**src/rtl/b16c_pkg.sv**
```systemverilog
// ----------------------------------------------------------------------------
// b16c_pkg
// Shared types, constants and a helper function of the base16 stream codec.
// ----------------------------------------------------------------------------
package b16c_pkg;

  localparam int WRAP_WIDTH_DEFAULT = 12;
  localparam int CFG_DATA_W         = 12;
  localparam int CFG_INDEX_W        = 2;
  localparam int JOBQ_DEPTH         = 4;

  localparam logic [CFG_DATA_W-1:0] WRAP_COLS_RESET = CFG_DATA_W'(76);

  localparam logic [CFG_INDEX_W-1:0] REG_DECODE_MODE = 2'd0;
  localparam logic [CFG_INDEX_W-1:0] REG_DROP_JUNK   = 2'd1;
  localparam logic [CFG_INDEX_W-1:0] REG_WRAP_COLS   = 2'd2;

  localparam logic CMD_DATA = 1'b0;
  localparam logic CMD_EOS  = 1'b1;

  localparam logic KIND_DATA   = 1'b0;
  localparam logic KIND_STATUS = 1'b1;

  localparam logic [1:0] ST_OK      = 2'd0;
  localparam logic [1:0] ST_INVALID = 2'd1;
  localparam logic [1:0] ST_ODD     = 2'd2;

  localparam logic [7:0] CHAR_NL    = 8'h0A;
  localparam logic [7:0] CHAR_CR    = 8'h0D;
  localparam logic [7:0] CHAR_TAB   = 8'h09;
  localparam logic [7:0] CHAR_SPACE = 8'h20;
  localparam logic [7:0] BOM_BYTE0  = 8'hEF;
  localparam logic [7:0] BOM_BYTE1  = 8'hBB;
  localparam logic [7:0] BOM_BYTE2  = 8'hBF;

  typedef enum logic [1:0] {
    JOB_ENC,
    JOB_DEC_BYTE,
    JOB_EOS_ENC,
    JOB_EOS_DEC
  } job_kind_t;

  typedef struct packed {
    job_kind_t  kind;
    logic       nl_a;
    logic       nl_b;
    logic [7:0] value;
    logic [1:0] status;
  } job_t;

  function automatic logic [7:0] hex_char(input logic [3:0] nib);
    logic [7:0] wide;
    wide = {4'h0, nib};
    if (nib < 4'd10) begin
      return 8'h30 + wide;
    end else begin
      return 8'h37 + wide;
    end
  endfunction

endpackage

```
**src/rtl/b16c_queue.sv**
```systemverilog
// ----------------------------------------------------------------------------
// b16c_queue
// Short job queue that decouples the item front end from the output
// sequencer.
// ----------------------------------------------------------------------------
module b16c_queue import b16c_pkg::*; (
  input  logic clk,
  input  logic rst,
  input  logic push_valid,
  output logic push_ready,
  input  job_t push_job,
  output logic pop_valid,
  input  logic pop,
  output job_t pop_job
);

  localparam int PTR_W = (JOBQ_DEPTH > 1) ? $clog2(JOBQ_DEPTH) : 1;
  localparam int CNT_W = $clog2(JOBQ_DEPTH + 1);
  localparam logic [PTR_W-1:0] PTR_LAST = PTR_W'(JOBQ_DEPTH - 1);

  job_t             slots [JOBQ_DEPTH];
  logic [PTR_W-1:0] wr_ptr, rd_ptr;
  logic [CNT_W-1:0] count;
  logic             do_push, do_pop;

  assign push_ready = (count != CNT_W'(JOBQ_DEPTH));
  assign pop_valid  = (count != '0);
  assign pop_job    = pop_valid ? slots[rd_ptr] : '0;
  assign do_push    = push_valid && push_ready;
  assign do_pop     = pop && pop_valid;

  always_ff @(posedge clk) begin
    if (do_push) begin
      slots[wr_ptr] <= push_job;
    end
  end

  always_ff @(posedge clk) begin
    if (rst) begin
      wr_ptr <= '0;
      rd_ptr <= '0;
      count  <= '0;
    end else begin
      if (do_push) begin
        wr_ptr <= (wr_ptr == PTR_LAST) ? '0 : wr_ptr + 1'b1;
      end
      if (do_pop) begin
        rd_ptr <= (rd_ptr == PTR_LAST) ? '0 : rd_ptr + 1'b1;
      end
      if (do_push && !do_pop) begin
        count <= count + 1'b1;
      end else if (do_pop && !do_push) begin
        count <= count - 1'b1;
      end
    end
  end

endmodule

```
**config.mk**
```make
export PLATFORM = sky130hd
export DESIGN_NAME = b16c_queue
export DESIGN_NICKNAME = d
export VERILOG_FILES = /design/src/rtl/b16c_pkg.sv /design/src/rtl/b16c_queue.sv
export SDC_FILE = /design/constraint.sdc
export NUM_CORES = 1
export LEC_CHECK = 0
export BUFFER_PORTS_ARGS = -buffer_cell sky130_fd_sc_hd__buf_2
export CORE_MARGIN = 2
export CORE_UTILIZATION = 50
export DETAILED_ROUTE_END_ITERATION = 12
export PLACE_DENSITY = 0.78
export SLEW_MARGIN = 20
export SYNTH_ARGS = -nofsm -noshare
export SYNTH_HDL_FRONTEND = slang
export SYNTH_SLANG_ARGS = --single-unit
```
**constraint.sdc**
```tcl
create_clock -name clk -period 3.5 [get_ports clk]
set_clock_uncertainty 0.1 [all_clocks]
set_input_delay 0.35 -clock clk [delete_from_list [all_inputs] [get_ports clk]]
set_output_delay 0.35 -clock clk [all_outputs]
set_load 0.01 [all_outputs]
```
==> metrics.txt, run 1 <==
row count=26; HP Class=in -> reg; DR pass1 iterations=4; antenna-violating nets left=0; CTS tree=yes; Post-Syn Area per Cell=19.02 um^2; cts-stage hold buffer count=0; synth top area cells=edfxtp_1 (65%), mux4_2 (12%), dfxtp_1 (6.9%); first-pass GRT wire length=6665 um; GR Overflow Total=0; CTS root buffer=clkbuf_8; # resized after CTS=0; VDD IR max=about 0.35 mV; Hold Fails Final Rpt=0; layout cells sized above 1=between 30% and 40%; status=finished clean; slowest cell on the critical path=o31ai_1; Slew HR=53.91%; fin crit period=~2.5 ns; Setup CP Type=reg -> reg; Clock transition at path regs=0.07 ns; number of port buffers=33; Vias/cell=5.151; Fmax=between 0.3 and 0.4 GHz; GP Congestion=0.7492; Die Wd=around 76 um; WL/cell=16.64 um; GR Util All Layers=15.65%; fin nets=201; total CTS buffers=9; critical path capture point type=flip-flop; core area=5075 um^2; clock buffer depth=2; Critical Path, Cell by Cell=o31ai_1, ha_1, inv_1, fa_1, xor2_1, or3_2, a21oi_1; Initial Utilization=51.36%; prevailing post-synth register cell=edfxtp_1; initial antenna violation count=0; crit path DAT=approximately 2.7 ns; worst-path maximum fanout=5; synth warn=0; area share of the largest cell type after synthesis=between 60 and 70%; Die ar.=5806 um^2; final wirelength=~4200 um; post-synthesis register bit count=65; Crit. Startpoint=count[0]; Ports=34; reg2reg start=count[0]; Syn Inst Count=137; EDFF count, synth=56; Worst Tran Pin Value=0.6905 ns; Post-Synthesis Net Count=around 160; Clock Sink Count=65; final setup fails=0; Total Neg Setup Slack=0 ns; Synth area leader=edfxtp_1; reg2reg setup slack=between 0.9 and 1 ns; Place WS=1.004 ns; end point of the critical path=count[2]; Async SR Flop Fraction=0%; number of remaining DRC errors=0; Cell variety after synth=27; fin crit share=71.80%; CP peak stage delay=0.51 ns; RSZ-0062 raised after global routing=no; final worst slack=about 0.99 ns; largest net degree at the start of global routing=16; pwr/cell area=736.5 nW/um^2; critical path launch point type=flip-flop; H-Tree Depth=3; ANT cells=0; Clk Latency, worst-skew pair=0.33 ns; Max Cap Violations=0; area grow syn2layout=15.22%; FF-to-FF End=count[2]; die height=76.20 um; P_leak=1.081 nW; post-synthesis cell area=2606 um^2; number of global-route vias before repair=1357; post-synthesis sequential area ratio=a little under three quarters; initial DRC count=74; Max Slew Vio Count=0; DP Wirelength=2724 um; post-CTS setup buffers=0; Critical Path RT=approximately 3.7 ns; depth of the most critical reg-to-reg path=7; vias=1293
kinds of logic after synthesis:
logic type,synth area share (%)
buffers and inverters,2.112
adders and majority gates,3.649
AOI/OAI and AO/OA,1.344
and+or+nand+nor,7.537
DFF,71.44
xor gates and xnor gates,0.6722
muxes,13.25
worst min path at each step:
stage / start / endpoint / cells past startpoint
5_1_grt: push_job[7] / slots[0][7] / 1
6_report: push_job[7] / slots[1][7] / 1
3_5_place_dp: count[2] / count[2] / 2
2_1_floorplan: push_job[0] / slots[0][0] / 0
3_3_place_gp: rd_ptr[0] / rd_ptr[0] / 2
4_1_cts: push_job[7] / slots[0][7] / 1
metrics by stage:
stage | instance area [um^2] | cells | hold slack, ns | power (mW) | utilization [%]
2_1_floorplan | 2606 | 137 | 0.3489 | 1.474 | -
3_3_place_gp | 2826 | 235 | 0.3881 | 1.656 | 55.70
3_5_place_dp | 2826 | 235 | 0.4143 | 1.685 | 55.70
4_1_cts | 2997 | 251 | 0.1203 | 2.228 | 59.05
5_1_grt | 3003 | 251 | 0.1135 | 2.343 | 59.17
6_report | 3003 | 251 | 0.1359 | 2.212 | 59.17
cells in the final DEF (no fill, tap or decap), types with 3 or more instances in the layout:
cell / n
and3_2: 4
buf_2: 33
clkbuf_1: 5
clkbuf_8: 11
dfxtp_1: 9
edfxtp_1: 56
ha_1: 6
inv_1: 4
mux2i_1: 3
mux4_2: 14
nor2_1: 3
nor2b_1: 14
layout make-up:
type	instances	area, um^2
Multi-Input combinational cell	62	695.7
Inverter	4	15.01
Tap cell	70	87.58
Sequential cell	65	1862
Timing Repair Buffer	34	172.7
Clock buffer	16	170.2
Fill cell	399	2072
report_power, final:
group / total [mW] / switching, mW / internal [mW] / leakage [nW]
sequential: 1.01 / 0.0653 / 0.947 / 0.587
clock: 0.546 / 0.249 / 0.298 / 0.0850
combinational: 0.653 / 0.343 / 0.310 / 0.409
total: 2.21 / 0.657 / 1.56 / 1.08
worst max-delay path, delay by kind of cell, from the launching register on:
kind                       cells  cell delay [ns]
and+or+nand+nor                1             0.41
AOI/OAI and AO/OA              2             0.65
buffers and inverters          1             0.07
adders and majority gates      2             0.67
DFF                            1             0.39
xor gates and xnor gates       1             0.16
metal layers:
layer,share of wire [%],global-route usage [%],wire length (um),vias to the layer above
li1,-,-,-,610
met1,43,18.08,1797,644
met2,51,26.34,2133,31
met3,4.1,4.858,173,8
met4,1.7,8.182,72,0
met5,0,0,0,-
sequential cells by signal (all words and copies together), names as in the netlist, named ones only:
name    cells
wr_ptr      2
slots      56
count       3
rd_ptr      2
synth_stat cells (2+ instances only):
cell and count:
a21oi_1 2, and3_2 4, buf_2 2, buf_6 2
clkbuf_1 2, dfxtp_1 9, edfxtp_1 56, ha_1 6
inv_1 4, mux2i_1 3, mux4_2 14, nand2b_1 2
nor2_1 3, nor2b_1 14, xor2_1 2
(Power assumes the default switching activity.)
==> run 2, diff against run 1 <==
==> constraint.sdc (replaced) <==
create_clock -name clk -period 2.32 [get_ports clk]
set_clock_uncertainty 0.1 [all_clocks]
set_input_delay 0.232 -clock clk [delete_from_list [all_inputs] [get_ports clk]]
set_output_delay 0.232 -clock clk [all_outputs]
set_load 0.01 [all_outputs]
==> run 2 against run 1 <==
Compared with the run above:
- hold slack got worse by 0.12 ns
- sequential share of layout area decreased by 2.1 points
- register-to-register slack lost 0.87 ns
- maximum frequency up 14%
- core utilization rose by 2.4 points
- global-route usage is 0.78 points higher
- final cell count rose by 4.0%
- critical path depth is the same
- via count rose by 2.2%
==> metrics.txt, run 2 (synthesized netlist as in run 1, its figures left out) <==
worst-path maximum fanout=5; Vias/cell=5.061; hold_sp=push_job[8]; Max Slew Vio Count=0; antenna-violating nets left=0; fin crit share=95.09%; portion of total power attributed to combinational logic=31.1%; Die ar.=5806 um^2; Hold Fails Final Rpt=0; Fillers=400; CTS tree=yes; Fmax=0.4533 GHz; layout cells sized above 1=40.84%; P_sw=1.012 mW; Slew HR=74.08%; fin nets=211; status=finished clean; VDD IR max=between 0.6 and 0.7 mV; GR Overflow Total=0; Routed met3 length=257 um; final wirelength=4288 um; critical path launch point type=flip-flop; clock share of power=between 20 and 30%; die height=76.20 um; highest routed layer=met4; Setup CP Type=reg -> reg; critical path capture point type=flip-flop; commonest cells after routing, fill and taps aside=edfxtp_1 (56), buf_2 (33), mux4_2 (14), nor2b_1 (14), clkbuf_8 (9); worst hold path depth=1; initial DRC count=86; number of port buffers=33; DP Wirelength=2696 um; Max Cap Violations=0; H-Tree Depth=3; CP peak stage delay=about 0.40 ns; Clk Latency, worst-skew pair=roughly 0.34 ns; core area=5075 um^2; first-pass GRT wire length=6989 um; Internal=2.460 mW; P_leak=1.133 nW; CTS root buffer=clkbuf_8; initial antenna violation count=0; fin crit period=about 2.2 ns; Sw Ratio=29.15%; Ports=34; crit path DAT=2.36 ns; clock buffer depth=2; row count=26; Worst Tran Pin Value=0.3887 ns; largest register by flop count=slots; GR Util All Layers=16.42%; commonest non-fill, non-tap cell in the layout=edfxtp_1; M1 WL=1755 um; GP Congestion=approximately 0.67; Clock Sink Count=65; Total Neg Setup Slack=0 ns; Largest register FFs=56; Placed Area=2856 um^2; post-CTS setup buffers=0; pwr/cell area=1111 nW/um^2; reg2reg start=count[1]; RSZ-0062 raised after global routing=no; final setup fails=0; number of global-route vias before repair=1432; largest net degree at the start of global routing=16; DR pass1 iterations=4; ANT cells=0; Place WS=0.04389 ns; post-route cell area=around 3100 um^2; Crit. Startpoint=count[1]; Clock transition at path regs=0.06 ns; final worst slack=roughly 0.11 ns; depth of the most critical reg-to-reg path=7; Top Registers=slots (56), count (3); Initial Utilization=about half; Die Wd=76.20 um; Seq pwr share=between 40% and 50%; met2 WL post-DR=2261 um; Critical Path, Cell by Cell=o31ai_2, ha_4, inv_1, fa_1, xor2_1, or3_2, a21oi_1; vias=1321; total CTS buffers=9; HP Class=in -> reg; number of remaining DRC errors=0; slowest cell on the critical path=or3_2; WL/cell=16.43 um; area grow syn2layout=19.88%; Critical Path RT=2.48 ns
## run 2: final cells by class
type	count	area [um^2]	share of cell area (%)
clock buffer	12	135.1	4.325
clock inverter	4	43.79	1.402
inverter	4	15.01	0.4806
multi-input combinational	62	709.4	22.71
sequential	65	1871	59.87
tap	70	87.58	2.803
timing repair buffer	44	262.8	8.410
## run 2: worst paths after layout
path	slack (ns)	end
setup reg to reg	0.11	count[2]
setup / recovery	0.11	count[2]
hold / removal	0.02	slots[0][8]
hold reg to reg	0.41	rd_ptr[0]
## run 2: what timing repair did
item	CTS	global route
endpoints found under the setup margin	0	1
gates resized for setup	0	9
endpoints found under the hold margin	17	3
hold buffers	5	1
## run 2: metal layers
metal  vias to the layer above  GRT usage (%)
met3                         3          7.583
li1                        626              -
met5                         -              0
met4                         0          4.364
met2                        39          28.13
met1                       653          18.74
## run 2: power groups by stage
stage               logic [mW]  registers, mW  clock network, mW
floorplan                0.716           1.51                  0
global placement          1.04           1.51                  0
detailed placement        1.06           1.53                  0
CTS                       1.07           1.50              0.900
global route              1.20           1.53              0.953
finish                    1.08           1.52              0.876
## run 2: metrics by stage
stage / power, mW / hold slack [ns] / instances / util, %
3_5_place_dp: 2.583 / 0.3531 / 239 / 56.29
6_report: 3.472 / 0.01956 / 261 / 61.56
2_1_floorplan: 2.224 / 0.2309 / 137 / -
3_3_place_gp: 2.549 / 0.3426 / 239 / 56.29
4_1_cts: 3.469 / 0.002403 / 260 / 60.80
5_1_grt: 3.684 / 0.0007864 / 261 / 61.56
## run 2: critical path: cells and delay by family (launching register included)
kind	cells	cell delay, ns
adder cells (fa/ha/maj)	2	0.56
AO/OA/AOI/OAI	2	0.50
AND/OR/NAND/NOR	1	0.40
flip-flops	1	0.36
XOR/XNOR	1	0.16
buffers and inverters	1	0.05
==> run 3, diff against run 2 <==
--- a/config.mk
+++ b/config.mk
@@ -5,11 +5,11 @@
 export SDC_FILE = /design/constraint.sdc
 export NUM_CORES = 1
 export LEC_CHECK = 0
-export BUFFER_PORTS_ARGS = -buffer_cell sky130_fd_sc_hd__buf_2
 export CORE_MARGIN = 2
 export CORE_UTILIZATION = 50
 export DETAILED_ROUTE_END_ITERATION = 12
-export PLACE_DENSITY = 0.78
+export DONT_BUFFER_PORTS = 1
+export PLACE_DENSITY = 0.72
 export SLEW_MARGIN = 20
 export SYNTH_ARGS = -nofsm -noshare
 export SYNTH_HDL_FRONTEND = slang
==> run 3 against run 2 <==
Compared with the run above:
- maximum frequency decreased by 1.5%
- sequential power is 3% higher
- hold slack better by 0.0025 ns
- via count shrank 5.4%
- register-to-register slack lost 0.03 ns
- clock power decreased by 6.5%
- critical path depth grew 1
- setup slack lost 0.033 ns
- flip-flop and latch count unchanged
- core utilization is 1.3 points lower
- critical path type unchanged
- highest routed layer unchanged
==> metrics.txt, run 3 (synthesized netlist as in run 1, its figures left out) <==
Top Registers=slots (56), count (3); crit path DAT=about 2.4 ns; Max Slew Vio Count=0; Final Util=60.23%; vias=~1300; Max Cap Violations=0; initial antenna violation count=0; total CTS buffers=9; Routed met3 length=220 um; fin nets=187; number of remaining DRC errors=0; final setup fails=0; Ports=34; depth of the most critical reg-to-reg path=8; highest routed layer=met4; clock buffer depth=2; Critical Path RT=2.47 ns; initial DRC count=85; row count=26; Initial Utilization=between 50% and 60%; final wirelength=around 4300 um; die height=around 76 um; critical path capture point type=flip-flop; CTS tree=yes; Worst Tran Pin Value=between 0.6 and 0.7 ns; cell total after placement=205; DR pass1 iterations=4; FF-to-FF End=count[2]; HP Class=in -> reg; Die Wd=76.20 um; P_leak=1.025 nW; Largest register FFs=56; fin crit share=approximately 97%; reg2reg start=count[1]; pwr/cell area=1077 nW/um^2; Clk Latency, worst-skew pair=0.32 ns; status=finished clean; Vias/cell=5.274; largest register by flop count=slots; number of port buffers=0; Post-Layout Cell Count=237; DP Wirelength=2694 um; Setup CP Type=reg -> reg; commonest cells after routing, fill and taps aside=edfxtp_1 (56), dlygate4sd3_1 (16), mux4_2 (14), nor2b_1 (14), clkbuf_8 (11); Die ar.=between 5000 and 6000 um^2; fin crit period=2.239 ns; final worst slack=0.08073 ns; CTS root buffer=clkbuf_8; hold_sp=rst; first-pass GRT wire length=7031 um; Fmax=approximately 0.45 GHz; Place WS=-0.07377 ns; layout cells sized above 1=26.35%; antenna-violating nets left=0; number of global-route vias before repair=1399; largest net degree at the start of global routing=16; Crit. Startpoint=count[1]; Slew HR=55.36%; met2 WL post-DR=2311 um; GP Congestion=0.7192; post-CTS setup buffers=0; H-Tree Depth=3; core area=5075 um^2; GR Overflow Total=0; end point of the critical path=count[2]; Hold Fails Final Rpt=0; area grow syn2layout=17.28%; worst-path maximum fanout=5; Clock transition at path regs=0.06 ns; critical path launch point type=flip-flop; reg2reg setup slack=0.08 ns; GR Util All Layers=between 15 and 20%; ANT cells=0; Clock Sink Count=65; commonest non-fill, non-tap cell in the layout=edfxtp_1; RSZ-0062 raised after global routing=no; VDD IR max=0.6216 mV; M1 WL=1681 um; WL/cell=18.02 um
## run 3: cell count changes in the layout (fill, tap and decap cells not counted), moves of 2 or more
cell           previous run  this run
buf_2                    33         0
dlygate4sd3_1             6        16
buf_4                     5         3
clkbuf_1                  3         5
clkbuf_8                  9        11
clkinv_2                  2         0
## run 3: layout make-up
| cell class | count | area (um^2) |
|---|---|---|
| Tap cell | 70 | 87.58 |
| Timing Repair Buffer | 20 | 202.7 |
| Clock buffer | 16 | 170.2 |
| Sequential cell | 65 | 1873 |
| Inverter | 4 | 15.01 |
| Multi-Input combinational cell | 62 | 708.2 |
| Fill cell | 388 | 2018 |
## run 3: per-layer routing
layer	up-vias	global-route usage (%)
li1	581	-
met1	631	18.43
met2	32	28.84
met3	6	5.687
met4	0	6.000
met5	-	0
## run 3: worst max-delay path, stage by stage (launching register included)
cell     delay [ns]
dfxtp_4        0.37
or3b_4         0.41
and2_4         0.18
ha_1           0.23
inv_2          0.07
fa_2           0.19
xor2_1         0.06
or3_2          0.41
a21oi_1        0.14
## run 3: worst min-delay path by stage
stage / end / slack [ns] / depth (start not counted)
2_1_floorplan: slots[0][0] / 0.23 / 0
3_3_place_gp: count[2] / 0.20 / 1
3_5_place_dp: count[2] / 0.20 / 1
4_1_cts: wr_ptr[0] / 0.006 / 3
5_1_grt: wr_ptr[0] / 0.04 / 2
6_report: wr_ptr[0] / 0.02 / 3
## run 3: timing repair
item	4_1_cts	5_1_grt
hold endpoints to repair	65	0
gates resized for setup	2	9
hold buffers	16	0
setup endpoints to repair	1	1
## run 3: power by group
group	internal, mW	switching [mW]	total [mW]	leakage (nW)
Combinational	0.424	0.480	0.904	0.351
Clock	0.449	0.370	0.819	0.0850
Sequential	1.44	0.123	1.57	0.589
## run 3: metrics by stage
step           hold WS [ns]  power, mW  setup TNS [ns]  instance area [um^2]
2_1_floorplan        0.2309      2.224               0                  2606
3_3_place_gp         0.2033      2.386               0                  2696
3_5_place_dp         0.2049      2.438        -0.07377                  2696
4_1_cts            0.005808      3.302               0                  3033
5_1_grt             0.03909      3.476               0                  3057
6_report            0.02209      3.291               0                  3057
