### src/rtl/b16c_pkg.sv
// ----------------------------------------------------------------------------
// b16c_pkg
// Shared types, constants and a helper function of the base16 stream codec.
// ----------------------------------------------------------------------------
package b16c_pkg;

  localparam int WRAP_WIDTH_DEFAULT = 12;
  localparam int CFG_DATA_W         = 12;
  localparam int CFG_INDEX_W        = 2;
  localparam int JOBQ_DEPTH         = 4;

  localparam logic [CFG_DATA_W-1:0] WRAP_COLS_RESET = CFG_DATA_W'(76);

  localparam logic [CFG_INDEX_W-1:0] REG_DECODE_MODE = 2'd0;
  localparam logic [CFG_INDEX_W-1:0] REG_DROP_JUNK   = 2'd1;
  localparam logic [CFG_INDEX_W-1:0] REG_WRAP_COLS   = 2'd2;

  localparam logic CMD_DATA = 1'b0;
  localparam logic CMD_EOS  = 1'b1;

  localparam logic KIND_DATA   = 1'b0;
  localparam logic KIND_STATUS = 1'b1;

  localparam logic [1:0] ST_OK      = 2'd0;
  localparam logic [1:0] ST_INVALID = 2'd1;
  localparam logic [1:0] ST_ODD     = 2'd2;

  localparam logic [7:0] CHAR_NL    = 8'h0A;
  localparam logic [7:0] CHAR_CR    = 8'h0D;
  localparam logic [7:0] CHAR_TAB   = 8'h09;
  localparam logic [7:0] CHAR_SPACE = 8'h20;
  localparam logic [7:0] BOM_BYTE0  = 8'hEF;
  localparam logic [7:0] BOM_BYTE1  = 8'hBB;
  localparam logic [7:0] BOM_BYTE2  = 8'hBF;

  typedef enum logic [1:0] {
    JOB_ENC,
    JOB_DEC_BYTE,
    JOB_EOS_ENC,
    JOB_EOS_DEC
  } job_kind_t;

  typedef struct packed {
    job_kind_t  kind;
    logic       nl_a;
    logic       nl_b;
    logic [7:0] value;
    logic [1:0] status;
  } job_t;

  function automatic logic [7:0] hex_char(input logic [3:0] nib);
    logic [7:0] wide;
    wide = {4'h0, nib};
    if (nib < 4'd10) begin
      return 8'h30 + wide;
    end else begin
      return 8'h37 + wide;
    end
  endfunction

endpackage

### src/rtl/b16c_if.sv


interface b16c_result_if;
  logic       valid;
  logic       ready;
  logic       out_kind;
  logic [7:0] out_value;
  logic [1:0] status;
  logic       last;
  modport source (output valid, out_kind, out_value, status, last, input ready);
  modport sink (input valid, out_kind, out_value, status, last, output ready);
endinterface


### src/rtl/b16c_back.sv
// ----------------------------------------------------------------------------
// b16c_back
// Output sequencer: walks the result slots of the job at the queue head and
// presents them one per transaction through the output register.
// ----------------------------------------------------------------------------
module b16c_back import b16c_pkg::*; (
  input  logic         clk,
  input  logic         rst,
  input  logic         job_valid,
  input  job_t         job,
  output logic         job_pop,
  b16c_result_if.source result
);

  logic [1:0] phase;
  logic [3:0] mask, avail;
  logic [1:0] sel;
  logic       take;
  logic       sel_kind;
  logic [7:0] sel_value;
  logic [1:0] sel_status;

  logic       out_valid;
  logic       out_kind;
  logic [7:0] out_value;
  logic [1:0] out_status;
  logic       out_last;

  // Slot 0: leading newline, 1: first character, 2: second newline,
  // 3: final result of the job (always present).
  always_comb begin
    unique case (job.kind)
      JOB_ENC:      mask = {1'b1, job.nl_b, 1'b1, job.nl_a};
      JOB_EOS_ENC:  mask = 4'b1100;
      JOB_DEC_BYTE: mask = 4'b1000;
      JOB_EOS_DEC:  mask = 4'b1000;
    endcase
  end

  assign avail = mask & (4'b1111 << phase);

  always_comb begin
    priority if (avail[0]) begin
      sel = 2'd0;
    end else if (avail[1]) begin
      sel = 2'd1;
    end else if (avail[2]) begin
      sel = 2'd2;
    end else begin
      sel = 2'd3;
    end
  end

  always_comb begin
    sel_kind   = KIND_DATA;
    sel_value  = CHAR_NL;
    sel_status = ST_OK;
    unique case (job.kind)
      JOB_ENC: begin
        if (sel == 2'd1) begin
          sel_value = hex_char(job.value[7:4]);
        end else if (sel == 2'd3) begin
          sel_value = hex_char(job.value[3:0]);
        end
      end
      JOB_DEC_BYTE: sel_value = job.value;
      JOB_EOS_ENC: begin
        if (sel == 2'd3) begin
          sel_kind  = KIND_STATUS;
          sel_value = 8'h00;
        end
      end
      JOB_EOS_DEC: begin
        sel_kind   = KIND_STATUS;
        sel_value  = 8'h00;
        sel_status = job.status;
      end
    endcase
  end

  assign take    = job_valid && (!out_valid || result.ready);
  assign job_pop = take && (sel == 2'd3);

  always_ff @(posedge clk) begin
    if (rst) begin
      phase     <= 2'd0;
      out_valid <= 1'b0;
    end else begin
      if (take) begin
        out_valid <= 1'b1;
        phase     <= (sel == 2'd3) ? 2'd0 : sel + 2'd1;
      end else if (result.ready) begin
        out_valid <= 1'b0;
      end
    end
  end

  always_ff @(posedge clk) begin
    if (take) begin
      out_kind   <= sel_kind;
      out_value  <= sel_value;
      out_status <= sel_status;
      out_last   <= (sel == 2'd3);
    end
  end

  assign result.valid     = out_valid;
  assign result.out_kind  = out_kind;
  assign result.out_value = out_value;
  assign result.status    = out_status;
  assign result.last      = out_last;

  a_status_item_shape: assert property (@(posedge clk) disable iff (rst)
    out_valid && out_kind == KIND_STATUS |-> out_value == 8'h00 && out_last)
    else $error("status item with nonzero value or not last");

  a_data_item_ok: assert property (@(posedge clk) disable iff (rst)
    out_valid && out_kind == KIND_DATA |-> out_status == ST_OK)
    else $error("data item carries a status code");

  a_phase_restart: assert property (@(posedge clk) disable iff (rst)
    job_pop |=> phase == 2'd0)
    else $error("slot phase not restarted after job completion");

endmodule

### src/flat_wrapper.sv
// flat-port wrapper written by rule: the top's interface ports become plain ports
module b16c_back_flat import b16c_pkg::*;
  (clk, rst, job_valid, job, job_pop, result_valid, result_out_kind, result_out_value, result_status, result_last, result_ready);
  b16c_result_if result_i ();
  input  logic clk;
  input  logic rst;
  input  logic job_valid;
  input  job_t job;
  output logic job_pop;
  output wire logic [$bits(result_i.valid)-1:0] result_valid;
  output wire logic [$bits(result_i.out_kind)-1:0] result_out_kind;
  output wire logic [$bits(result_i.out_value)-1:0] result_out_value;
  output wire logic [$bits(result_i.status)-1:0] result_status;
  output wire logic [$bits(result_i.last)-1:0] result_last;
  input wire logic [$bits(result_i.ready)-1:0] result_ready;
  assign result_valid = result_i.valid;
  assign result_out_kind = result_i.out_kind;
  assign result_out_value = result_i.out_value;
  assign result_status = result_i.status;
  assign result_last = result_i.last;
  assign result_i.ready = result_ready;
  b16c_back u_core (.clk(clk), .rst(rst), .job_valid(job_valid), .job(job), .job_pop(job_pop), .result(result_i));
endmodule
### config.mk
export PLATFORM = sky130hd
export DESIGN_NAME = b16c_back_flat
export DESIGN_NICKNAME = d
export VERILOG_FILES = /design/src/rtl/b16c_pkg.sv /design/src/rtl/b16c_if.sv /design/src/rtl/b16c_back.sv /design/src/flat_wrapper.sv
export SDC_FILE = /design/constraint.sdc
export NUM_CORES = 1
export LEC_CHECK = 0
export ABC_AREA = 1
export BUFFER_PORTS_ARGS = -buffer_cell sky130_fd_sc_hd__buf_4
export CELL_PAD_IN_SITES_DETAIL_PLACEMENT = 0
export CELL_PAD_IN_SITES_GLOBAL_PLACEMENT = 1
export CORE_ASPECT_RATIO = 0.7
export CORE_MARGIN = 10
export CORE_UTILIZATION = 37
export CTS_BUF_LIST = sky130_fd_sc_hd__clkbuf_4 sky130_fd_sc_hd__clkbuf_8 sky130_fd_sc_hd__clkbuf_16
export DETAILED_ROUTE_END_ITERATION = 12
export GPL_ROUTABILITY_DRIVEN = 0
export PLACE_DENSITY_LB_ADDON = 0.1
export SLEW_MARGIN = 0
export SYNTH_ARGS = -nofsm -noshare
export SYNTH_HDL_FRONTEND = slang
export SYNTH_SLANG_ARGS = --single-unit
### constraint.sdc
create_clock -name clk -period 2.6 [get_ports clk]
set_input_delay 0.26 -clock clk [delete_from_list [all_inputs] [get_ports clk]]
set_output_delay 0.26 -clock clk [all_outputs]
set_load 0.02 [all_outputs]
==> flow_metrics.tcl, run 1 <==
set metrics [dict create \
    tritoncts_buffer_count 3 \
    worstMarginPinSlew_ps 579 \
    topRoutingLayerUsed "met4" \
    num-fill-cells 234 \
    clock-skew-final_ps 0.715 \
    design.final.nets 180 \
    insertedDiodeCount 0 \
    power.switching_fraction_pct 28.5 \
    clk_pin_slew_ps 60 \
    outcome "complete, no violations" \
    detail_route.wl_per_cell_um 12.6 \
    postRouteWirelength_um 2410 \
    routed-wl-met2_um 1070 \
    via_per_inst 4.69 \
    total_power_w 0.000633 \
    hold_path_startpoint "rst" \
    worst-setup-path-type "reg2out" \
    floorplan.initialDensity_pct 38.4 \
    grt_max_degree 17 \
    irDropWorstVdd_mv 0.344 \
    wl_met1_um 1130 \
    worstReg2RegStart "u_core.phase[1]" \
    synth_seq_area_share_pct 44.5 \
    startpoint "u_core.phase[1]" \
    synthToLayoutAreaGrowth_pct 34.0 \
    remaining_drc_errors 0 \
    initial_antenna_violation_count 0 \
    count_of_mapped_cells_out_of_synthesis 122 \
    1st_iter_drt_viols 41 \
    dp.final_hpwl_um 1970 \
    vias 895 \
    internal-power_w 0.000453 \
    post_route_clock_period_utilization_pct 70.2 \
    synthesis.nets 144 \
    power-per-cell-area_mw_per_mm2 500 \
    core_area_sq_mm 0.00246 \
    slew_headroom_pct 61.4 \
    grtUsageTotal_pct 9.64 \
    cts_tree "done" \
    cts.path.max_buffers 2 \
    postSynthRegisterBits 15 \
    finalHoldWorstSlack_ps 178 \
    io-pin-count 32 \
    grt_first_pass_wirelength_um 3940 \
    floorplan.rows 15 \
    max_cap_viol_count 0 \
    clock_tree_root_driver_cell "clkbuf_8" \
    post_cts_hold_buffer_count 0 \
    fp.dieH_um 62.3 \
    syn_avg_cell_area_sq_um 7.74 \
    htree_levels 1 \
    combinationalPowerShare_pct 25.6 \
    power_frac_clock_pct 28.8 \
    finalHoldViolCount 0 \
    footprint_of_the_multi_input_gates_sq_um 442 \
    timing.hold.worst.class "in2reg" \
    ant_nets 0 \
    placement.cell_area_sq_mm 0.00122 \
    via_count_of_the_first_global_routing_pass 866 \
    slew_violations 0 \
    pwr-share-seq_pct 45.7 \
    synth.lib_cells_used.distinct 17 \
    overflow 0 \
    critPathMaxFanout 4 \
    switching_power_w 0.000180 \
    placement.io_buffers 31 \
    crit_required_ps 2340 \
    cell_area_synth_sq_um 945 \
    fin_tns_setup_ps 0 \
    synthesis.yosys.warnings 0 \
    worstSkewPairLatency_ps 240 \
    critPathCaptureType "output pin" \
    tritoncts_num_sinks 15 \
    pleak_nw 0.634 \
    crit_path_start_kind "flip-flop" \
    finalSetupViolations 0 \
    period_needed_ps 1830 \
    grt_setup_unrepaired "false" \
    postCtsSetupRepairBufs 0 \
    wl_met3_um 203 \
    worst_ep_arrival_time_ps 1570 \
    regArea_sq_um 420 \
    max_freq_ghz 0.548 \
    detailedRoute.firstPassIterationCount 4 \
    floorplan_die_area_sq_mm 0.00501 \
    width_of_the_die_um 80.4 \
    post_cts.resized_instances 0 \
    fraction_of_layout_instances_using_a_drive_strength_above_1_pct 28.0 \
    finish.instance_area_sq_mm 0.00127 \
]
[power by group through the flow]
stage	Sequential (W)	Clock [W]	Combinational (W)
2_1_floorplan	0.000313	0	0.0000727
3_3_place_gp	0.000295	0	0.000164
3_5_place_dp	0.000294	0	0.000162
4_1_cts	0.000290	0.000187	0.000163
5_1_grt	0.000291	0.000200	0.000180
6_report	0.000289	0.000182	0.000162
[metal layers]
layer,global-route usage (%),vias up
met5,0,-
met4,2.19,0
met3,5.17,2
met2,13.8,21
met1,12.3,404
li1,-,468
[metrics by stage]
step	instances	util (%)	setup WS [ps]
floorplan	122	-	967
global placement	187	49.6	597
finish	191	51.5	774
global route	191	51.5	679
CTS	191	51.5	757
detailed placement	187	49.6	581
[sequential cells by signal, indices dropped and copies added, names as in the netlist]
signal,flops
u_core.result.last,1
u_core.phase,2
u_core.result.out_value,8
u_core.result.out_kind,1
u_core.result.status,2
u_core.result.valid,1
[layout make-up]
cell class	instances	share of cell area [%]
clock buffer	3	3.26
multi-input combinational	85	34.9
inverter	22	6.52
timing repair buffer	31	18.4
clock inverter	1	0.395
tap	34	3.36
sequential	15	33.2
[Yosys cell counts]
| cell type | count | area [sq um] |
|---|---|---|
| a21oi_1 | 7 | 35.0 |
| a21oi_2 | 1 | 8.76 |
| dfxtp_1 | 3 | 60.1 |
| edfxtp_1 | 12 | 360 |
| ha_1 | 4 | 50.1 |
| inv_1 | 20 | 75.1 |
| inv_2 | 2 | 7.51 |
| nand2_1 | 34 | 128 |
| nand2_2 | 2 | 12.5 |
| nand3_1 | 11 | 55.1 |
| nand3_2 | 1 | 10.0 |
| nand3b_1 | 1 | 7.51 |
| nand4_1 | 2 | 12.5 |
| nor2_1 | 7 | 26.3 |
| nor2_4 | 3 | 33.8 |
| o21ai_0 | 11 | 55.1 |
| o21bai_1 | 1 | 7.51 |
[worst paths after layout]
| kind | cells past startpoint | end | slack (ps) |
|---|---|---|---|
| hold reg to reg | 2 | u_core.result.valid | 490 |
| setup / recovery | 6 | job_pop | 770 |
| setup reg to reg | 8 | u_core.result.out_value[1] | 880 |
| hold / removal | 2 | u_core.result.valid | 180 |
[cells in the final DEF (no fill, tap or decap), types with 2 or more instances in the layout]
| master | count |
|---|---|
| nor2_1 | 7 |
| nor2_4 | 3 |
| dfxtp_1 | 3 |
| o21ai_0 | 11 |
| inv_2 | 2 |
| nand4_1 | 2 |
| ha_1 | 4 |
| nand2_1 | 34 |
| nand2_2 | 2 |
| buf_4 | 31 |
| inv_1 | 20 |
| clkbuf_8 | 3 |
| a21oi_1 | 7 |
| nand3_1 | 11 |
| edfxtp_1 | 12 |
[cells by family after synthesis]
kind of cell,count (synthesis),share of synthesized area [%]
and+or+nand+nor,61,30.2
buffers and inverters,22,8.74
AOI/OAI and AO/OA,20,11.3
DFF,15,44.5
adders and majority gates,4,5.30
[worst max-delay path, cell delays in order, from the launching register on]
cell and delay (ps):
dfxtp_1 350, a21oi_1 190, nand3_2 130, ha_1 240, inv_1 180, nor2_1 70, buf_4 160
Note: power is estimated with default switching activity, not from simulation.
==> inputs of run 2 (changes only) <==
--- a/config.mk
+++ b/config.mk
@@ -11,7 +11,7 @@
 export CELL_PAD_IN_SITES_GLOBAL_PLACEMENT = 1
 export CORE_ASPECT_RATIO = 0.7
 export CORE_MARGIN = 10
-export CORE_UTILIZATION = 37
+export CORE_UTILIZATION = 34
 export CTS_BUF_LIST = sky130_fd_sc_hd__clkbuf_4 sky130_fd_sc_hd__clkbuf_8 sky130_fd_sc_hd__clkbuf_16
 export DETAILED_ROUTE_END_ITERATION = 12
 export GPL_ROUTABILITY_DRIVEN = 0
==> constraint.sdc (replaced) <==
create_clock -name clk -period 1.8 [get_ports clk]
set_input_delay 0.18 -clock clk [delete_from_list [all_inputs] [get_ports clk]]
set_output_delay 0.18 -clock clk [all_outputs]
set_load 0.02 [all_outputs]
==> run 2 against run 1 <==
Compared with the run above: non-clock buffer count rose by 3; worst setup slack got worse by 660 ps; critical path type unchanged; design area rose by 2.2%; cell count rose by 1.6%; sequential cell count did not move; total power rose by 49%; critical path depth did not move; combinational power rose by 50%; highest routed layer unchanged; clock skew rose by 2.5 ps.
==> flow_metrics.tcl, run 2 (synthesis results as in run 1) <==
set metrics [dict create \
    finish.instance_area_sq_mm 0.00129 \
    post_cts.resized_instances 0 \
    period_needed_ps 1690 \
    detailedPlace.worstSlack_ps -5.12 \
    layout_common_cells "nand2_1, buf_4, inv_1, edfxtp_1" \
    grtUsageTotal_pct 9.13 \
    fp.dieH_um 64.1 \
    remaining_drc_errors 0 \
    power-per-cell-area_mw_per_mm2 728 \
    largest-register "u_core.result.out_value" \
    cts.path.max_buffers 2 \
    crit_required_ps 1620 \
    critPathMaxFanout 4 \
    ant_nets 0 \
    io-pin-count 32 \
    finalHoldViolCount 0 \
    max_cap_viol_count 0 \
    finalHoldWorstSlack_ps 93.5 \
    htree_levels 1 \
    fin_ws_ps 109 \
    initial_antenna_violation_count 0 \
    insertedDiodeCount 0 \
    worstMarginPinSlew_ps 559 \
    worstReg2RegStart "u_core.phase[1]" \
    critPathCaptureType "output pin" \
    worst-setup-path-type "reg2out" \
    vias 904 \
    postLayoutCoreUtil_pct 50.7 \
    via_count_of_the_first_global_routing_pass 866 \
    grt_max_degree 17 \
    end_point_of_the_worst_hold_path "u_core.result.valid" \
    1st_iter_drt_viols 83 \
    worstRegToRegCells 8 \
    worst_r2r_endpoint "u_core.result.out_value[1]" \
    footprint_of_the_multi_input_gates_sq_um 444 \
    width_of_the_die_um 83 \
    design.final.nets 183 \
    clock-skew-final_ps 3.24 \
    detail_route.wl_per_cell_um 13.0 \
    overflow 0 \
    dp.final_hpwl_um 2090 \
    slew_violations 0 \
    floorplan.rows 15 \
    worst_ep_arrival_time_ps 1510 \
    post_route_clock_period_utilization_pct 93.9 \
    slew_headroom_pct 62.7 \
    finalSetupViolations 0 \
    placement.io_buffers 31 \
    detailedRoute.firstPassIterationCount 4 \
    timing.hold.worst.class "in2reg" \
    max_reg_flops 8 \
    tritoncts_buffer_count 3 \
    placement.cell_area_sq_mm 0.00124 \
    tritoncts_num_sinks 15 \
    cts_tree "done" \
    postRouteWirelength_um 2520 \
    regArea_sq_um 420 \
    core_area_sq_mm 0.00255 \
    worstSkewPairLatency_ps 250 \
    grt_first_pass_wirelength_um 4000 \
    num-fill-cells 250 \
    hold_path_startpoint "rst" \
    grt_setup_unrepaired "true" \
    hold_path_depth 2 \
    clock_tree_root_driver_cell "clkbuf_8" \
    floorplan.initialDensity_pct 37.0 \
    via_per_inst 4.66 \
    postCtsSetupRepairBufs 0 \
    post_cts_hold_buffer_count 0 \
    floorplan_die_area_sq_mm 0.00532 \
    irDropWorstVdd_mv 0.489 \
    max_freq_ghz 0.591 \
    outcome "complete, no violations" \
    clk_pin_slew_ps 60 \
    timing.reg2reg.setup_slack_ps 140 \
    crit_path_start_kind "flip-flop" \
    synthToLayoutAreaGrowth_pct 37.0 \
    pleak_nw 0.648 \
    fraction_of_layout_instances_using_a_drive_strength_above_1_pct 30.0 \
]
-- run 2: cell types whose count changed in the layout (fill, tap and decap cells not counted), sizes merged --
cell	previous run	this run
clkbuf	3	4
buf	31	34
clkinv	1	0
-- run 2: how the worst max path moves through the flow --
stage,from,endpoint,slack (ps)
6_report,u_core.phase[1],job_pop,110
2_1_floorplan,u_core.phase[1],u_core.result.out_value[1],220
3_5_place_dp,job[12],u_core.result.out_value[1],-5
3_3_place_gp,job[12],u_core.result.out_value[1],30
5_1_grt,u_core.phase[1],job_pop,-40
4_1_cts,u_core.phase[1],u_core.result.out_value[1],50
-- run 2: report_power, final --
part / internal, W / switching [W] / leakage [nW] / total, W
combinational: 0.000101 / 0.000142 / 0.476 / 0.000243
sequential: 0.000407 / 0.0000107 / 0.145 / 0.000418
clock: 0.000172 / 0.000110 / 0.0262 / 0.000282
-- run 2: cell type report --
class | instances | share of cell area (%)
clock buffer | 4 | 3.77
sequential | 15 | 32.5
inverter | 22 | 6.38
multi-input combinational | 85 | 34.3
timing repair buffer | 34 | 19.7
tap | 34 | 3.29
-- run 2: metrics by stage --
stage | instances | setup TNS, ps | power [W]
final | 194 | 0 | 0.000942
after global routing | 194 | -112 | 0.00100
after CTS | 194 | 0 | 0.000955
after detailed placement | 190 | -5.12 | 0.000668
after global placement | 190 | 0 | 0.000668
after floorplan | 122 | 0 | 0.000558
-- run 2: layer usage --
metal / global-route usage, % / part of all wire [%]
met1: 11.2 / 47
met2: 14.4 / 47
met3: 3.54 / 4.9
met4: 2.97 / 1.2
met5: 0 / 0
-- run 2: worst max-delay path, stage by stage, from the launching register on --
cell and delay (ps):
dfxtp_1 350, a21oi_1 200, nand3_2 130, ha_1 210, inv_1 150, nor2_1 70, buf_4 160
==> inputs of run 3 (changes only) <==
--- a/config.mk
+++ b/config.mk
@@ -5,13 +5,12 @@
 export SDC_FILE = /design/constraint.sdc
 export NUM_CORES = 1
 export LEC_CHECK = 0
-export ABC_AREA = 1
 export BUFFER_PORTS_ARGS = -buffer_cell sky130_fd_sc_hd__buf_4
 export CELL_PAD_IN_SITES_DETAIL_PLACEMENT = 0
 export CELL_PAD_IN_SITES_GLOBAL_PLACEMENT = 1
 export CORE_ASPECT_RATIO = 0.7
 export CORE_MARGIN = 10
-export CORE_UTILIZATION = 34
+export CORE_UTILIZATION = 37
 export CTS_BUF_LIST = sky130_fd_sc_hd__clkbuf_4 sky130_fd_sc_hd__clkbuf_8 sky130_fd_sc_hd__clkbuf_16
 export DETAILED_ROUTE_END_ITERATION = 12
 export GPL_ROUTABILITY_DRIVEN = 0
==> run 3 against run 2 <==
Compared with the run above: the run now ends with negative setup slack left; maximum frequency down 9.2%; hold slack better by 23 ps; sequential power about the same; clock skew up 0.68 ps; count of clock-buffer cells in the layout down 1; cell count down 7.7%; register-to-register slack worse by 200 ps; non-clock buffer count up 11; largest cell class unchanged.
==> flow_metrics.tcl, run 3 <==
set metrics [dict create \
    fin_ws_ps -63.1 \
    postRouteWirelength_um 2890 \
    cts.path.max_buffers 2 \
    worstMarginPinSlew_ps 621 \
    clock_tree_root_driver_cell "clkbuf_8" \
    period_needed_ps 1860 \
    simple_logic_cell_fraction_of_the_synthesized_area_pct 22.9 \
    core_area_sq_mm 0.00250 \
    fraction_of_layout_instances_using_a_drive_strength_above_1_pct 49.7 \
    placement.io_buffers 31 \
    startpoint "u_core.phase[1]" \
    post_route_clock_period_utilization_pct 104 \
    insertedDiodeCount 0 \
    outcome "complete, but fails checks" \
    pleak_nw 0.636 \
    worst_ep_arrival_time_ps 1970 \
    internal-power_w 0.000719 \
    slew_violations 0 \
    tritoncts_num_sinks 15 \
    dominantRegCellSynth "edfxtp_1" \
    design.final.nets 168 \
    hold_path_depth 2 \
    worstReg2RegStart "u_core.phase[1]" \
    synth_xor_area_share_pct 0 \
    critPathMaxFanout 5 \
    finalHoldViolCount 0 \
    worst_r2r_endpoint "u_core.result.out_value[0]" \
    timing.critical_path.cells "buf_4, a21oi_4, o311ai_4, ha_2, nand2b_4, or4_4, o211ai_2" \
    synth_enable_flop_cells 12 \
    floorplan.initialDensity_pct 39.2 \
    failing_checks "negative setup slack" \
    finalSetupViolations 5 \
    grt_setup_unrepaired "true" \
    critPathCaptureType "flip-flop" \
    remaining_drc_errors 0 \
    count_of_mapped_cells_out_of_synthesis 99 \
    place_inst 168 \
    combinationalPowerShare_pct 32.1 \
    timing.reg2reg.setup_slack_ps -60 \
    cell_area_synth_sq_um 978 \
    yosys.area.top_type "edfxtp_1" \
    vias 945 \
    synth.lib_cells_used.distinct 37 \
    grtUsageTotal_pct 10.9 \
    finalHoldWorstSlack_ps 117 \
    synth.top_cells.by_area "edfxtp_1, dfxtp_1, ha_1" \
    ant_nets 0 \
    max_reg_flops 8 \
    tritoncts_buffer_count 3 \
    yosys-mux-area-fraction_pct 1.15 \
    worstSkewPairLatency_ps 250 \
    synthToLayoutAreaGrowth_pct 53.5 \
    1st_iter_drt_viols 70 \
    pwr-share-seq_pct 41.3 \
    power-per-cell-area_mw_per_mm2 674 \
    instances_no_fill 179 \
    crit_path_start_kind "flip-flop" \
    crit_required_ps 1900 \
    max_cap_viol_count 0 \
    initial_antenna_violation_count 0 \
    syn_avg_cell_area_sq_um 9.88 \
    adder_cell_fraction_of_synth_area_pct 5.12 \
    synth_compound_area_share_pct 22.5 \
    synth-async-reset-ratio_pct 0 \
    grt_first_pass_wirelength_um 4440 \
    via_count_of_the_first_global_routing_pass 881 \
    hold_path_startpoint "rst" \
    postSynthRegisterBits 15 \
    width_of_the_die_um 81.5 \
    power.switching_fraction_pct 28.9 \
    detail_route.wl_per_cell_um 16.1 \
    worstRegToRegCells 7 \
    yosys.cell_count.top_type "edfxtp_1" \
    layout_common_cells "buf_4, edfxtp_1, inv_1, nand2_1" \
    post-synth-top-area-fraction_pct 36.8 \
    switching_power_w 0.000292 \
    slowest_cell_on_the_critical_path "or4_4" \
    clk_pin_slew_ps 60 \
    detailedRoute.firstPassIterationCount 4 \
    grt_max_degree 15 \
    clock-skew-final_ps 3.92 \
    power_frac_clock_pct 26.7 \
    timing.hold.worst.class "in2reg" \
    synth.top_cells.by_count "edfxtp_1, inv_1, a21oi_1, nand2_1, nand2b_1" \
    overflow 0 \
    cts_tree "done" \
    max_stage_delay_ps 480 \
    synth_top_family_by_area "simple AND/OR/NAND/NOR gates" \
    io-pin-count 32 \
    synthesis.yosys.warnings 0 \
    largest-register "u_core.result.out_value" \
    synthesis.nets 121 \
    end_point_of_the_worst_hold_path "u_core.result.valid" \
    max_freq_ghz 0.537 \
    fin_tns_setup_ps -207 \
    irDropWorstVdd_mv 0.374 \
    layout.cells.most_common "buf_4" \
    synth_seq_area_share_pct 43.0 \
    htree_levels 1 \
    floorplan.rows 15 \
    slew_headroom_pct 58.6 \
    floorplan_die_area_sq_mm 0.00513 \
    via_per_inst 5.28 \
    fp.dieH_um 63.0 \
    postLayoutCoreUtil_pct 60.2 \
    worst-setup-path-type "reg2reg" \
    dp.final_hpwl_um 2060 \
]
[run 3: changes by cell type after synthesis, sizes merged, moves of 4 or more]
cell / before / now
nor2b: 0 / 5
nor2: 10 / 2
a211oi: 0 / 4
nand3: 12 / 1
inv: 22 / 10
o21ai: 11 / 4
nand2: 36 / 6
nand2b: 0 / 6
[run 3: layout make-up]
| type | count | area, sq um |
|---|---|---|
| clock inverter | 1 | 5.00 |
| clock buffer | 3 | 41.3 |
| sequential | 15 | 423 |
| timing repair buffer | 45 | 349 |
| fill | 220 | 995 |
| tap | 34 | 42.5 |
| inverter | 10 | 37.5 |
| multi-input combinational | 71 | 603 |
[run 3: critical path, delay by kind of cell, from the launching register on]
family,cells,cell delay [ps]
AO/OA/AOI/OAI,3,370
AND/OR/NAND/NOR,2,650
flip-flops,1,320
adder cells (fa/ha/maj),1,220
buffers and inverters,1,150
[run 3: worst max path at each step]
stage          cells past startpoint                    endpoint
6_report                           7  u_core.result.out_value[0]
5_1_grt                            6                     job_pop
4_1_cts                            6                     job_pop
3_5_place_dp                       7  u_core.result.out_value[4]
3_3_place_gp                       7  u_core.result.out_value[4]
2_1_floorplan                      6  u_core.result.out_value[0]
[run 3: logic make-up (layout without fill, tap and decap cells)]
kind of cell | Yosys count | after routing
and+or+nand+nor | 34 | 34
AOI/OAI and AO/OA | 32 | 32
DFF | 15 | 15
buffers and inverters | 13 | 59
adders and majority gates | 4 | 4
muxes | 1 | 1
[run 3: repair_timing]
| item | CTS | global route |
|---|---|---|
| setup endpoints to repair | 7 | 7 |
| endpoints found under the hold margin | 0 | 0 |
| gates cloned | 0 | 0 |
| hold buffers | 0 | 0 |
| gates resized for setup | 13 | 7 |
| setup buffers | 3 | 4 |
| pin swaps | 4 | 5 |
[run 3: power by group through the flow]
stage / combinational, W / sequential, W / clock (W)
floorplan: 0.000110 / 0.000453 / 0
global placement: 0.000259 / 0.000423 / 0
detailed placement: 0.000260 / 0.000424 / 0
CTS: 0.000297 / 0.000417 / 0.000281
global route: 0.000349 / 0.000420 / 0.000300
finish: 0.000324 / 0.000418 / 0.000270
[run 3: per-stage QoR]
stage          total power (W)  worst slack, ps  instance area [sq um]
6_report               0.00101            -63.1                   1500
5_1_grt                0.00107             -118                   1500
4_1_cts               0.000995            -55.8                   1440
3_5_place_dp          0.000685             -124                   1300
3_3_place_gp          0.000682            -97.5                   1300
2_1_floorplan         0.000563            -74.2                    990
[run 3: routing by layer]
layer | GRT usage [%] | vias to the layer above | wire (um)
li1 | - | 460 | -
met1 | 14.5 | 444 | 1280
met2 | 15.8 | 39 | 1320
met3 | 4.02 | 2 | 263
met4 | 3.23 | 0 | 22
met5 | 0 | - | 0
